--- src/rtl/core/cspmv_pkg.sv ---
// Types and constants for the COO sparse matrix-vector multiplier.
`default_nettype none

package cspmv_pkg;

  localparam int ROW_W = 11;
  localparam int COL_W = 11;
  localparam int VAL_W = 32;
  localparam int SUM_W = 64;

  localparam int VECTOR_DEPTH_DEF = 2048;

  localparam int FIFO_DEPTH = 4;
  localparam int FIFO_AW = 2;
  localparam int FIFO_CW = 3;

  localparam logic CMD_LOAD = 1'b0;
  localparam logic CMD_ENTRY = 1'b1;

  localparam logic signed [SUM_W-1:0] SUM_MAX = {1'b0, {(SUM_W-1){1'b1}}};
  localparam logic signed [SUM_W-1:0] SUM_MIN = {1'b1, {(SUM_W-1){1'b0}}};

  typedef struct packed {
    logic                    command;
    logic [ROW_W-1:0]        row_index;
    logic [COL_W-1:0]        col_index;
    logic signed [VAL_W-1:0] entry_value;
    logic signed [VAL_W-1:0] vector_value;
    logic                    last_entry;
  } in_item_t;

  typedef struct packed {
    logic [ROW_W-1:0]        result_row;
    logic signed [SUM_W-1:0] row_sum;
    logic                    last_result;
  } out_item_t;

  typedef struct packed {
    logic      a_valid;
    out_item_t a;
    logic      b_valid;
    out_item_t b;
  } push_t;

endpackage

`default_nettype wire

--- src/rtl/core/cspmv_fifo.sv ---
// Result queue taking up to two results per cycle, one out per cycle while result_ready is high.
`default_nettype none

module cspmv_fifo
  import cspmv_pkg::*;
(
  input  wire logic       clk,
  input  wire logic       rst,
  input  wire push_t      push,
  output logic            room2,
  output logic            result_valid,
  input  wire logic       result_ready,
  output out_item_t       result
);

  out_item_t          slots [FIFO_DEPTH];
  logic [FIFO_AW-1:0] wptr;
  logic [FIFO_AW-1:0] rptr;
  logic [FIFO_CW-1:0] count;
  logic [FIFO_AW-1:0] wptr_b;
  logic [FIFO_CW-1:0] n_push;
  logic               pop;

  assign pop = result_valid && result_ready;
  assign wptr_b = push.a_valid ? wptr + FIFO_AW'(1) : wptr;
  assign n_push = FIFO_CW'(push.a_valid) + FIFO_CW'(push.b_valid);

  assign result_valid = (count != '0);
  assign result = slots[rptr];
  assign room2 = (count <= FIFO_CW'(FIFO_DEPTH - 2));

  always_ff @(posedge clk) begin
    if (push.a_valid) begin
      slots[wptr] <= push.a;
    end
    if (push.b_valid) begin
      slots[wptr_b] <= push.b;
    end
  end

  always_ff @(posedge clk) begin
    if (rst) begin
      wptr <= '0;
      rptr <= '0;
      count <= '0;
    end else begin
      wptr <= wptr + n_push[FIFO_AW-1:0];
      if (pop) begin
        rptr <= rptr + FIFO_AW'(1);
      end
      count <= count + n_push - FIFO_CW'(pop);
    end
  end

endmodule

`default_nettype wire

--- config.mk ---
export PLATFORM = sky130hd
export DESIGN_NAME = cspmv_fifo
export DESIGN_NICKNAME = d
export VERILOG_FILES = /design/src/rtl/core/cspmv_pkg.sv /design/src/rtl/core/cspmv_fifo.sv
export SDC_FILE = /design/constraint.sdc
export NUM_CORES = 1
export LEC_CHECK = 0
export BUFFER_PORTS_ARGS = -buffer_cell sky130_fd_sc_hd__buf_2
export CORE_MARGIN = 3
export CORE_UTILIZATION = 45
export DETAILED_ROUTE_END_ITERATION = 16
export GPL_TIMING_DRIVEN = 0
export PLACE_DENSITY = 0.66
export SKIP_LAST_GASP = 1
export SLEW_MARGIN = 20
export SYNTH_ARGS = -nofsm -noshare
export SYNTH_HDL_FRONTEND = slang
export SYNTH_SLANG_ARGS = --single-unit
--- constraint.sdc ---
create_clock -name clk -period 4.83 [get_ports clk]
set_clock_uncertainty 0.05 [all_clocks]
set_input_delay 0.966 -clock clk [delete_from_list [all_inputs] [get_ports clk]]
set_output_delay 0.966 -clock clk [all_outputs]
set_load 0.1 [all_outputs]
==> impl_metrics.yaml <==
sta:
  finalMaxSlewViolations: 0
  post-route-period-util_pct: 80.1
  hold_violations: 0
  setup_violations: 0
  final.setup.tns_ns: 0
  transition_time_of_the_tightest_slew_check_pin_ns: 0.728
  setup_repair_after_global_routing_missed_its_margin: "no"
  worst_slew_margin_rel_pct: 51.5
  timing.fmax_mhz: 259
  holdWs_ns: 0.472
  layout_min_cycle_time_ns: 3.87
setup_path:
  critical_path.endpoint_type: "output pin"
  crit_type: "reg2out"
  worst_reg2reg_path_depth: 8
  worst-endpoint-arrival_ns: 2.85
  critPathCapture: "result[43]"
  path_common_cell: "sky130_fd_sc_hd__buf_1"
  setup.reg_to_reg.worst_slack_ns: 1.59
  critical_path.n_buffers_inverters: 3
  crit_path_leading_delay_family: "buffers and inverters"
  r2r-start: "wptr[0]$_SDFF_PP0_"
  worst_path_largest_cell_delay_ns: 0.59
  startpoint_type: "flip-flop"
  cp.required_ns: 3.81
  crit_cells: 4
  cp_cell_sequence: "buf_1 -> buf_1 -> mux4_2 -> buf_2"
  slowest_stage: "sky130_fd_sc_hd__buf_1"
  critical_path.max_fanout: 10
  r2r_end: "slots[2][42]$_DFFE_PP_"
global_routing:
  grt_start_max_net_pins: 44
  grt.total_usage_pct: 19.6
  global_route.overflow_total: 0
  grt_first_pass_wirelength_um: 53900
  grt_antenna_before_repair: 8
  via_count_of_the_first_global_routing_pass: 9087
placed_design:
  dp.cells: 1477
  post_detailed_placement_half_perimeter_wirelength_um: 22700
  port_buffers: 234
  globalplace.congestion: 0.749
yosys:
  yosys.area_share.xor_xnor_pct: 0.347
  yosys.cell_count.top_type: "sky130_fd_sc_hd__edfxtp_1"
  synth-compound-area-share_pct: 0.529
  synthesis.area_um2: 15100
  yosysUniqueCellTypes: 32
  synth_area_per_cell_um2: 19.1
  synth_mux_area_share_pct: 33.9
  netlist_top_cells_area: "sky130_fd_sc_hd__edfxtp_1 60%, sky130_fd_sc_hd__mux2_2 17%, sky130_fd_sc_hd__mux4_2 11%"
  synth_edf_count: 304
  syn-instance-count: 795
  synth_simple_gate_area_share_pct: 0.719
  most_frequent_cells_after_synthesis: "304 x sky130_fd_sc_hd__edfxtp_1, 233 x sky130_fd_sc_hd__mux2_2, 76 x sky130_fd_sc_hd__mux4_2"
  main_combinational_cell_family_by_area_after_synthesis: "multiplexers"
  yosysWarningCount: 0
  synth_largest_area_cell: "sky130_fd_sc_hd__edfxtp_1"
  synth-seq-cells: 313
  synth_top_cell_area_share_pct: 60.3
  adder_cell_fraction_of_synth_area_pct: 0.875
  synthFlopType: "sky130_fd_sc_hd__edfxtp_1"
  yosysSeqAreaShare_pct: 61.4
  post_synth_net_total: 962
  async_reset_ff_share_pct: 0
run_status:
  outcome: "finished clean"
pwr:
  p_leak_uw: 0.00646
  finalPower_uw: 10800
  power.density_nw_per_um2: 593
  worst_ir_drop_vdd_v: 0.000380
die:
  die_outline_area_um2: 35900
  floorplan.die.width_um: 189
  floorplan.core_area_um2: 32900
  pin_count: 235
  std_cell_rows: 66
  floorplan.initialDensity_pct: 46.1
  die_height_um: 189
clocking:
  max-clock-path-buffers: 3
  clk_pin_slew_ns: 0.05
  postCtsResizedCells: 0
  cts-htree-levels: 2
  cts_tree: "done"
  cts_hold_buffers: 0
  tritoncts_buffer_count: 36
  clock_latency_ns: 0.51
  tritoncts_num_sinks: 313
  post-cts-setup-buffer-count: 0
  ctsRootBufferMaster: "sky130_fd_sc_hd__clkbuf_16"
drt:
  wire_per_inst_um: 22.6
  drt-initial-drc-count: 420
  detail_route.drc_violations: 0
  num_vias: 8374
  routed_wirelength_um: 35000
  final_antenna_net_count: 0
  vias_per_cell: 5.42
  drt_pass1_iterations: 4
finish:
  post-route-util_pct: 55.5
  final_layout_fill_cell_count: 2684
  share_of_layout_cells_above_drive_strength_1_pct: 59.2
  area.growth.synth_to_final_pct: 20.4
  design.final.nets: 1240
  final_cells: 1546
hold_path:
  hp-class: "reg2reg"
  hp-start: "rptr[1]$_SDFFE_PP0P_"
job:
  maxCapViolCount: 0
layout by cell type, fill, tap and decap left out, types with 9 or more instances in the layout:
cell,netlist,layout
sky130_fd_sc_hd__edfxtp_1,304,304
sky130_fd_sc_hd__buf_2,25,259
sky130_fd_sc_hd__mux2_2,233,233
sky130_fd_sc_hd__mux4_2,76,76
sky130_fd_sc_hd__mux2_1,71,71
sky130_fd_sc_hd__clkbuf_16,0,37
sky130_fd_sc_hd__clkbuf_1,3,10
sky130_fd_sc_hd__buf_4,9,9
sky130_fd_sc_hd__ha_1,9,9
sky130_fd_sc_hd__dfxtp_1,9,9
area by class of cell:
cell class | count | area [µm²] | area share, %
diodes | 3 | 7.51 | 0.0412
plain buffers | 50 | 305 | 1.67
clock buffers | 44 | 952 | 5.22
clock inverters | 22 | 236 | 1.30
inverters | 7 | 26.3 | 0.144
multi-input cells | 425 | 5540 | 30.4
flip-flops and latches | 313 | 9310 | 51.0
well taps | 442 | 553 | 3.03
repair buffers | 240 | 1310 | 7.16
sequential cells by signal, indices dropped and copies added, names as in the netlist, named ones only:
register and flops:
slots 304, count 3, rptr 2, wptr 2
power by group:
group | internal (µW) | switching (µW)
Combinational | 1140 | 3350
Clock | 1670 | 1070
Sequential | 3480 | 99.3
Total | 6290 | 4520
worst reg2reg max path, cell delays in order (launching register included):
cell and delay, ns:
sky130_fd_sc_hd__dfxtp_1 0.58, sky130_fd_sc_hd__inv_2 0.11, sky130_fd_sc_hd__ha_1 0.37, sky130_fd_sc_hd__nand4_1 0.13
sky130_fd_sc_hd__o31ai_2 0.21, sky130_fd_sc_hd__buf_4 0.35, sky130_fd_sc_hd__buf_4 0.25, sky130_fd_sc_hd__a21o_4 0.48
sky130_fd_sc_hd__buf_16 0.35
cell families (layout without fill, tap and decap cells):
family                   Yosys count  in the layout
adder cells (fa/ha/maj)           10             10
AO/OA/AOI/OAI                      9              9
other                              0              3
XOR/XNOR                           6              6
multiplexers                     380            380
flip-flops                       313            313
buffers and inverters             57            363
AND/OR/NAND/NOR                   20             20
routing by layer:
metal	routed length, µm	vias to the layer above	part of all wire (%)	global-route usage (%)
met1	14700	4239	42	25.7
met5	80	-	0.23	0
li1	-	3839	-	-
met3	2370	63	6.8	5.31
met4	702	12	2.0	4.49
met2	17100	221	49	32.9
stage by stage:
stage / instance area (µm²) / setup WS [ns]
floorplan: 15100 / 0.913
global placement: 16900 / -1.32
detailed placement: 17000 / 1.06
CTS: 18200 / 0.841
global route: 18200 / 0.742
finish: 18200 / 0.963
worst min path at each step:
stage | to | slack, ns | cells after the start
after floorplan | flip-flop | 0.43 | 2
after detailed placement | rptr[1]$_SDFFE_PP0P_ | 0.46 | 2
after CTS | rptr[1]$_SDFFE_PP0P_ | 0.48 | 2
after global routing | rptr[1]$_SDFFE_PP0P_ | 0.53 | 2
after global placement | rptr[1]$_SDFFE_PP0P_ | 0.46 | 2
final | rptr[1]$_SDFFE_PP0P_ | 0.47 | 2
Note: power is estimated with default switching activity, not from simulation.
