===== config.mk =====
export PLATFORM = sky130hd
export DESIGN_NAME = cspmv_accum
export DESIGN_NICKNAME = d
export VERILOG_FILES = /design/src/rtl/core/cspmv_pkg.sv /design/src/rtl/core/cspmv_accum.sv
export SDC_FILE = /design/constraint.sdc
export NUM_CORES = 2
export LEC_CHECK = 0
export BUFFER_PORTS_ARGS = -buffer_cell sky130_fd_sc_hd__buf_2
export CORE_MARGIN = 5
export CORE_UTILIZATION = 49
export DETAILED_ROUTE_END_ITERATION = 8
export PLACE_DENSITY = 0.75
export SLEW_MARGIN = 30
export SYNTH_ARGS = -nofsm -noshare
export SYNTH_HDL_FRONTEND = slang
export SYNTH_SLANG_ARGS = --single-unit
export TNS_END_PERCENT = 30

===== constraint.sdc =====
create_clock -name clk -period 9.94 [get_ports clk]
set_input_delay 0.497 -clock clk [delete_from_list [all_inputs] [get_ports clk]]
set_output_delay 0.497 -clock clk [all_outputs]
set_load 0.02 [all_outputs]

===== src/rtl/core/cspmv_pkg.sv =====
// Types and constants for the COO sparse matrix-vector multiplier.
`default_nettype none

package cspmv_pkg;

  localparam int ROW_W = 11;
  localparam int COL_W = 11;
  localparam int VAL_W = 32;
  localparam int SUM_W = 64;

  localparam int VECTOR_DEPTH_DEF = 2048;

  localparam int FIFO_DEPTH = 4;
  localparam int FIFO_AW = 2;
  localparam int FIFO_CW = 3;

  localparam logic CMD_LOAD = 1'b0;
  localparam logic CMD_ENTRY = 1'b1;

  localparam logic signed [SUM_W-1:0] SUM_MAX = {1'b0, {(SUM_W-1){1'b1}}};
  localparam logic signed [SUM_W-1:0] SUM_MIN = {1'b1, {(SUM_W-1){1'b0}}};

  typedef struct packed {
    logic                    command;
    logic [ROW_W-1:0]        row_index;
    logic [COL_W-1:0]        col_index;
    logic signed [VAL_W-1:0] entry_value;
    logic signed [VAL_W-1:0] vector_value;
    logic                    last_entry;
  } in_item_t;

  typedef struct packed {
    logic [ROW_W-1:0]        result_row;
    logic signed [SUM_W-1:0] row_sum;
    logic                    last_result;
  } out_item_t;

  typedef struct packed {
    logic      a_valid;
    out_item_t a;
    logic      b_valid;
    out_item_t b;
  } push_t;

endpackage

`default_nettype wire


===== src/rtl/core/cspmv_accum.sv =====
// Multiply stage and saturating row accumulator.
`default_nettype none

module cspmv_accum
  import cspmv_pkg::*;
(
  input  wire logic                    clk,
  input  wire logic                    rst,
  input  wire logic                    advance,
  input  wire logic                    entry_in,
  input  wire logic [ROW_W-1:0]        row_in,
  input  wire logic signed [VAL_W-1:0] value_in,
  input  wire logic                    last_in,
  input  wire logic                    in_range_in,
  input  wire logic signed [VAL_W-1:0] rd_data,
  output push_t                        push
);

  // stage 1: aligned with the vector read data
  logic                    s1_valid;
  logic [ROW_W-1:0]        s1_row;
  logic signed [VAL_W-1:0] s1_value;
  logic                    s1_last;
  logic                    s1_in_range;

  // stage 2: product
  logic                    s2_valid;
  logic [ROW_W-1:0]        s2_row;
  logic                    s2_last;
  logic signed [SUM_W-1:0] s2_prod;

  // accumulator state
  logic signed [SUM_W-1:0] acc;
  logic [ROW_W-1:0]        cur_row;
  logic                    seen;

  logic signed [VAL_W-1:0] elem;
  logic signed [SUM_W-1:0] prod_next;
  logic                    row_change;
  logic signed [SUM_W-1:0] base;
  logic [SUM_W:0]          sum_wide;
  logic signed [SUM_W-1:0] sum;
  logic                    fire;

  assign elem = s1_in_range ? rd_data : '0;
  assign prod_next = s1_value * elem;

  always_ff @(posedge clk) begin
    if (rst) begin
      s1_valid <= 1'b0;
      s2_valid <= 1'b0;
    end else if (advance) begin
      s1_valid <= entry_in;
      s2_valid <= s1_valid;
    end
  end

  always_ff @(posedge clk) begin
    if (advance) begin
      s1_row <= row_in;
      s1_value <= value_in;
      s1_last <= last_in;
      s1_in_range <= in_range_in;
      s2_row <= s1_row;
      s2_last <= s1_last;
      s2_prod <= prod_next;
    end
  end

  assign fire = advance && s2_valid;
  assign row_change = seen && (s2_row != cur_row);
  assign base = row_change ? '0 : acc;
  assign sum_wide = {base[SUM_W-1], base} + {s2_prod[SUM_W-1], s2_prod};

  always_comb begin
    if (sum_wide[SUM_W] != sum_wide[SUM_W-1]) begin
      sum = sum_wide[SUM_W] ? SUM_MIN : SUM_MAX;
    end else begin
      sum = sum_wide[SUM_W-1:0];
    end
  end

  always_ff @(posedge clk) begin
    if (rst) begin
      acc <= '0;
      cur_row <= '0;
      seen <= 1'b0;
    end else if (fire) begin
      cur_row <= s2_row;
      if (s2_last) begin
        acc <= '0;
        seen <= 1'b0;
      end else begin
        acc <= sum;
        seen <= 1'b1;
      end
    end
  end

  always_comb begin
    push.a_valid = fire && row_change;
    push.a.result_row = cur_row;
    push.a.row_sum = acc;
    push.a.last_result = 1'b0;
    push.b_valid = fire && s2_last;
    push.b.result_row = s2_row;
    push.b.row_sum = sum;
    push.b.last_result = 1'b1;
  end

endmodule

`default_nettype wire


==> flow_metrics.py <==
metrics = {
    "setup_path": {
        "worst-path-buf-inv": 5,
        "arrival_ps": 9650,
        "critPathMostFrequentCell": "fa_1",
        "worstRegToRegCells": 25,
        "cp-start-kind": "register",
        "worstPathRequired_ps": 10200,
        "r2r_setup_slack_ps": 550,
        "critPathTopFamily": "adder cells",
        "max_stage_delay_ps": 650,
        "reg2reg_from": "s1_in_range$_DFFE_PP_",
        "slowest_stage": "edfxtp_1",
        "path_class": "reg -> reg",
        "crit_fanout": 35,
        "timing.rr.end": "s2_prod[60]$_DFFE_PP_",
        "cp-end-kind": "register",
    },
    "die": {
        "start_util_pct": 49.37,
        "fp.dieArea_um2": 103600,
        "pin_count": 235,
        "die_x_um": 321.9,
        "die_h_um": 321.9,
        "core_area_um2": 96570,
        "rows": 114,
    },
    "routing": {
        "wirelength_mm": 145.1,
        "wl_met3_mm": 17.00,
        "drc": 0,
        "vias": 37032,
        "viasPerCell": 5.751,
        "met2_length_mm": 65.85,
        "top_layer": "met5",
        "drtPass1Iterations": 7,
        "drt_iter0_markers": 3551,
        "drt.antenna.violating_nets": 0,
        "met1Wirelength_mm": 56.45,
        "wl_per_cell_um": 22.54,
    },
    "finish": {
        "regArea_um2": 5195,
        "multiInputGateArea_um2": 37260,
        "drive_above_1_share_pct": 7.695,
        "nFillCells": 8675,
        "area_delta_synth_final_pct": 5.979,
        "num-nets-final": 6558,
    },
    "synthesis": {
        "synthArstFlopShare_pct": 0,
        "ys_ff_latch": 199,
        "synth_top_area_cell": "fa_1",
        "syn-cell-area_um2": 47670,
        "seq_area_frac_synth_pct": 10.90,
        "syn_inst": 5133,
        "yosys.cell_count.top_type": "fa_1",
        "synth_edf_count": 121,
        "synth_cell_types": 77,
        "yosysWarnings": 0,
        "synth_area_per_cell_um2": 9.288,
        "synthFlopType": "edfxtp_1",
        "yosys-top-cells-count": "fa_1 (1083), inv_1 (1045), nand2_1 (686), and3_1 (508), clkbuf_1 (299)",
        "synthesis.nets": 6545,
        "synthTopCellsByArea": "fa_1 (45%), inv_1 (8.2%), edfxtp_1 (7.6%)",
        "synth_top_area_share_pct": 45.48,
    },
    "sta": {
        "tightest_slew_ps": 1052,
        "hold_viol_final": 0,
        "post-route-min-period_ps": 9389,
        "setup_viol": 0,
        "report.final.slew_viol_count": 0,
        "relSlewSlack_pct": 29.89,
        "max_freq_ghz": 0.1065,
        "rsz0062_at_grt": "no",
        "skew_ps": 32.35,
        "period_share_pct": 94.46,
        "fin_tns_setup_ps": 0,
    },
    "hold_path": {
        "hold_path.startpoint": "value_in[27]",
        "hp-class": "in -> reg",
        "worstHoldEndpoint": "s1_value[27]$_DFFE_PP_",
        "hold_depth": 1,
    },
    "global_route": {
        "grt_pass1_wl_mm": 230.5,
        "grt_overflow": 0,
        "grt_use_total_pct": 28.62,
        "grt_pass1_vias": 39801,
        "grt_max_degree": 125,
        "antenna_found_initial": 5,
    },
    "clock_network": {
        "clk_pin_slew_worst_paths_ps": 110,
        "cts_tree": "yes",
        "clockRootBuffer": "clkbuf_16",
        "hold_buffers": 0,
        "cts.sinks": 199,
        "h-tree-depth": 4,
        "clk_path_buf_depth": 2,
        "clock_latency_ps": 540,
        "numCtsBuffers": 17,
        "cts_setup_buffers": 0,
        "cts_resized": 0,
    },
    "place": {
        "gp_congestion": 0.9635,
        "hpwl_mm": 117.3,
        "portBuffers": 232,
    },
    "flow_run": {
        "maxCapViolCount": 0,
    },
    "status": {
        "status": "finished clean",
    },
}
## through the flow
step           util [%]  std cells  hold WS, ps  cell area (um^2)  setup WS, ps
2_1_floorplan         -       5133        400.3             47670          1457
3_3_place_gp      51.63       6403        402.5             49850         872.0
3_5_place_dp      51.63       6403        404.5             49850         681.1
4_1_cts           52.31       6435        92.25             50510         656.0
5_1_grt           52.32       6437        106.7             50520         77.53
6_report          52.32       6439        126.4             50520         550.9
## state kept, by name (all words and copies together) (netlist names)
signal,count
cur_row,11
s2_valid,1
acc,64
s1_row,11
seen,1
s1_in_range,1
s1_value,32
s2_row,11
s2_prod,64
s1_last,1
s1_valid,1
s2_last,1
## cell usage in the layout (no fill, tap or decap), types with 78 or more instances in the layout
| master | count |
|---|---|
| nand2_1 | 686 |
| dfxtp_1 | 78 |
| nor2_1 | 95 |
| and2_1 | 98 |
| inv_1 | 1045 |
| o21ai_0 | 132 |
| ha_1 | 248 |
| a21oi_1 | 151 |
| and3_1 | 508 |
| edfxtp_1 | 121 |
| xnor2_1 | 90 |
| buf_4 | 92 |
| buf_2 | 231 |
| fa_1 | 1083 |
## cells by family after synthesis
kind of cell | Yosys count | synth area share [%]
compound gates | 564 | 7.643
xor+xnor | 140 | 2.572
fa+ha+maj | 1331 | 51.99
buf+inv | 1376 | 11.02
flops | 199 | 10.90
mux | 4 | 0.09448
other cells | 2 | 0.01575
simple gates | 1517 | 15.78
## worst reg2reg max path, stage by stage (launching register included)
cell and delay [ps]:
edfxtp_1 650, buf_4 380, and2_1 430, buf_4 340
nand2_1 120, fa_1 550, fa_1 440, fa_1 510
fa_1 580, inv_1 70, fa_1 490, fa_1 510
fa_1 490, inv_1 50, fa_1 530, inv_1 60
ha_1 520, a21o_1 220, a31oi_1 50, o21ai_0 290
o21ai_0 190, nor3b_1 560, a211oi_1 260, o311ai_1 500
a31oi_1 170, xnor2_1 170
## cell type report
class,instances,share of cell area (%)
Multi-Input combinational cell,3558,73.75
Clock inverter,15,0.4656
Tap cell,1276,3.160
Clock buffer,17,0.8420
Antenna cell,4,0.01981
Timing Repair Buffer,325,3.717
Inverter,1045,7.764
Sequential cell,199,10.28
## metal layers
metal | global-route usage [%] | up-vias
met3 | 8.112 | 357
met1 | 38.41 | 18695
met2 | 45.14 | 2028
met5 | 0 | -
li1 | - | 15948
met4 | 9.704 | 4
## worst max path at each step
stage	from	to	slack, ps	cells past startpoint
2_1_floorplan	s1_in_range$_DFFE_PP_	s2_prod[61]$_DFFE_PP_	1460	28
3_3_place_gp	s1_in_range$_DFFE_PP_	s2_prod[61]$_DFFE_PP_	870	28
3_5_place_dp	s1_in_range$_DFFE_PP_	s2_prod[61]$_DFFE_PP_	680	28
4_1_cts	s1_in_range$_DFFE_PP_	s2_prod[61]$_DFFE_PP_	660	28
5_1_grt	s1_in_range$_DFFE_PP_	s2_prod[63]$_DFFE_PP_	80	28
6_report	s1_in_range$_DFFE_PP_	s2_prod[60]$_DFFE_PP_	550	25
Power is left out: the tool's default activity adds up to more than one toggle a clock period on the data nets, which glitch-free logic cannot reach.
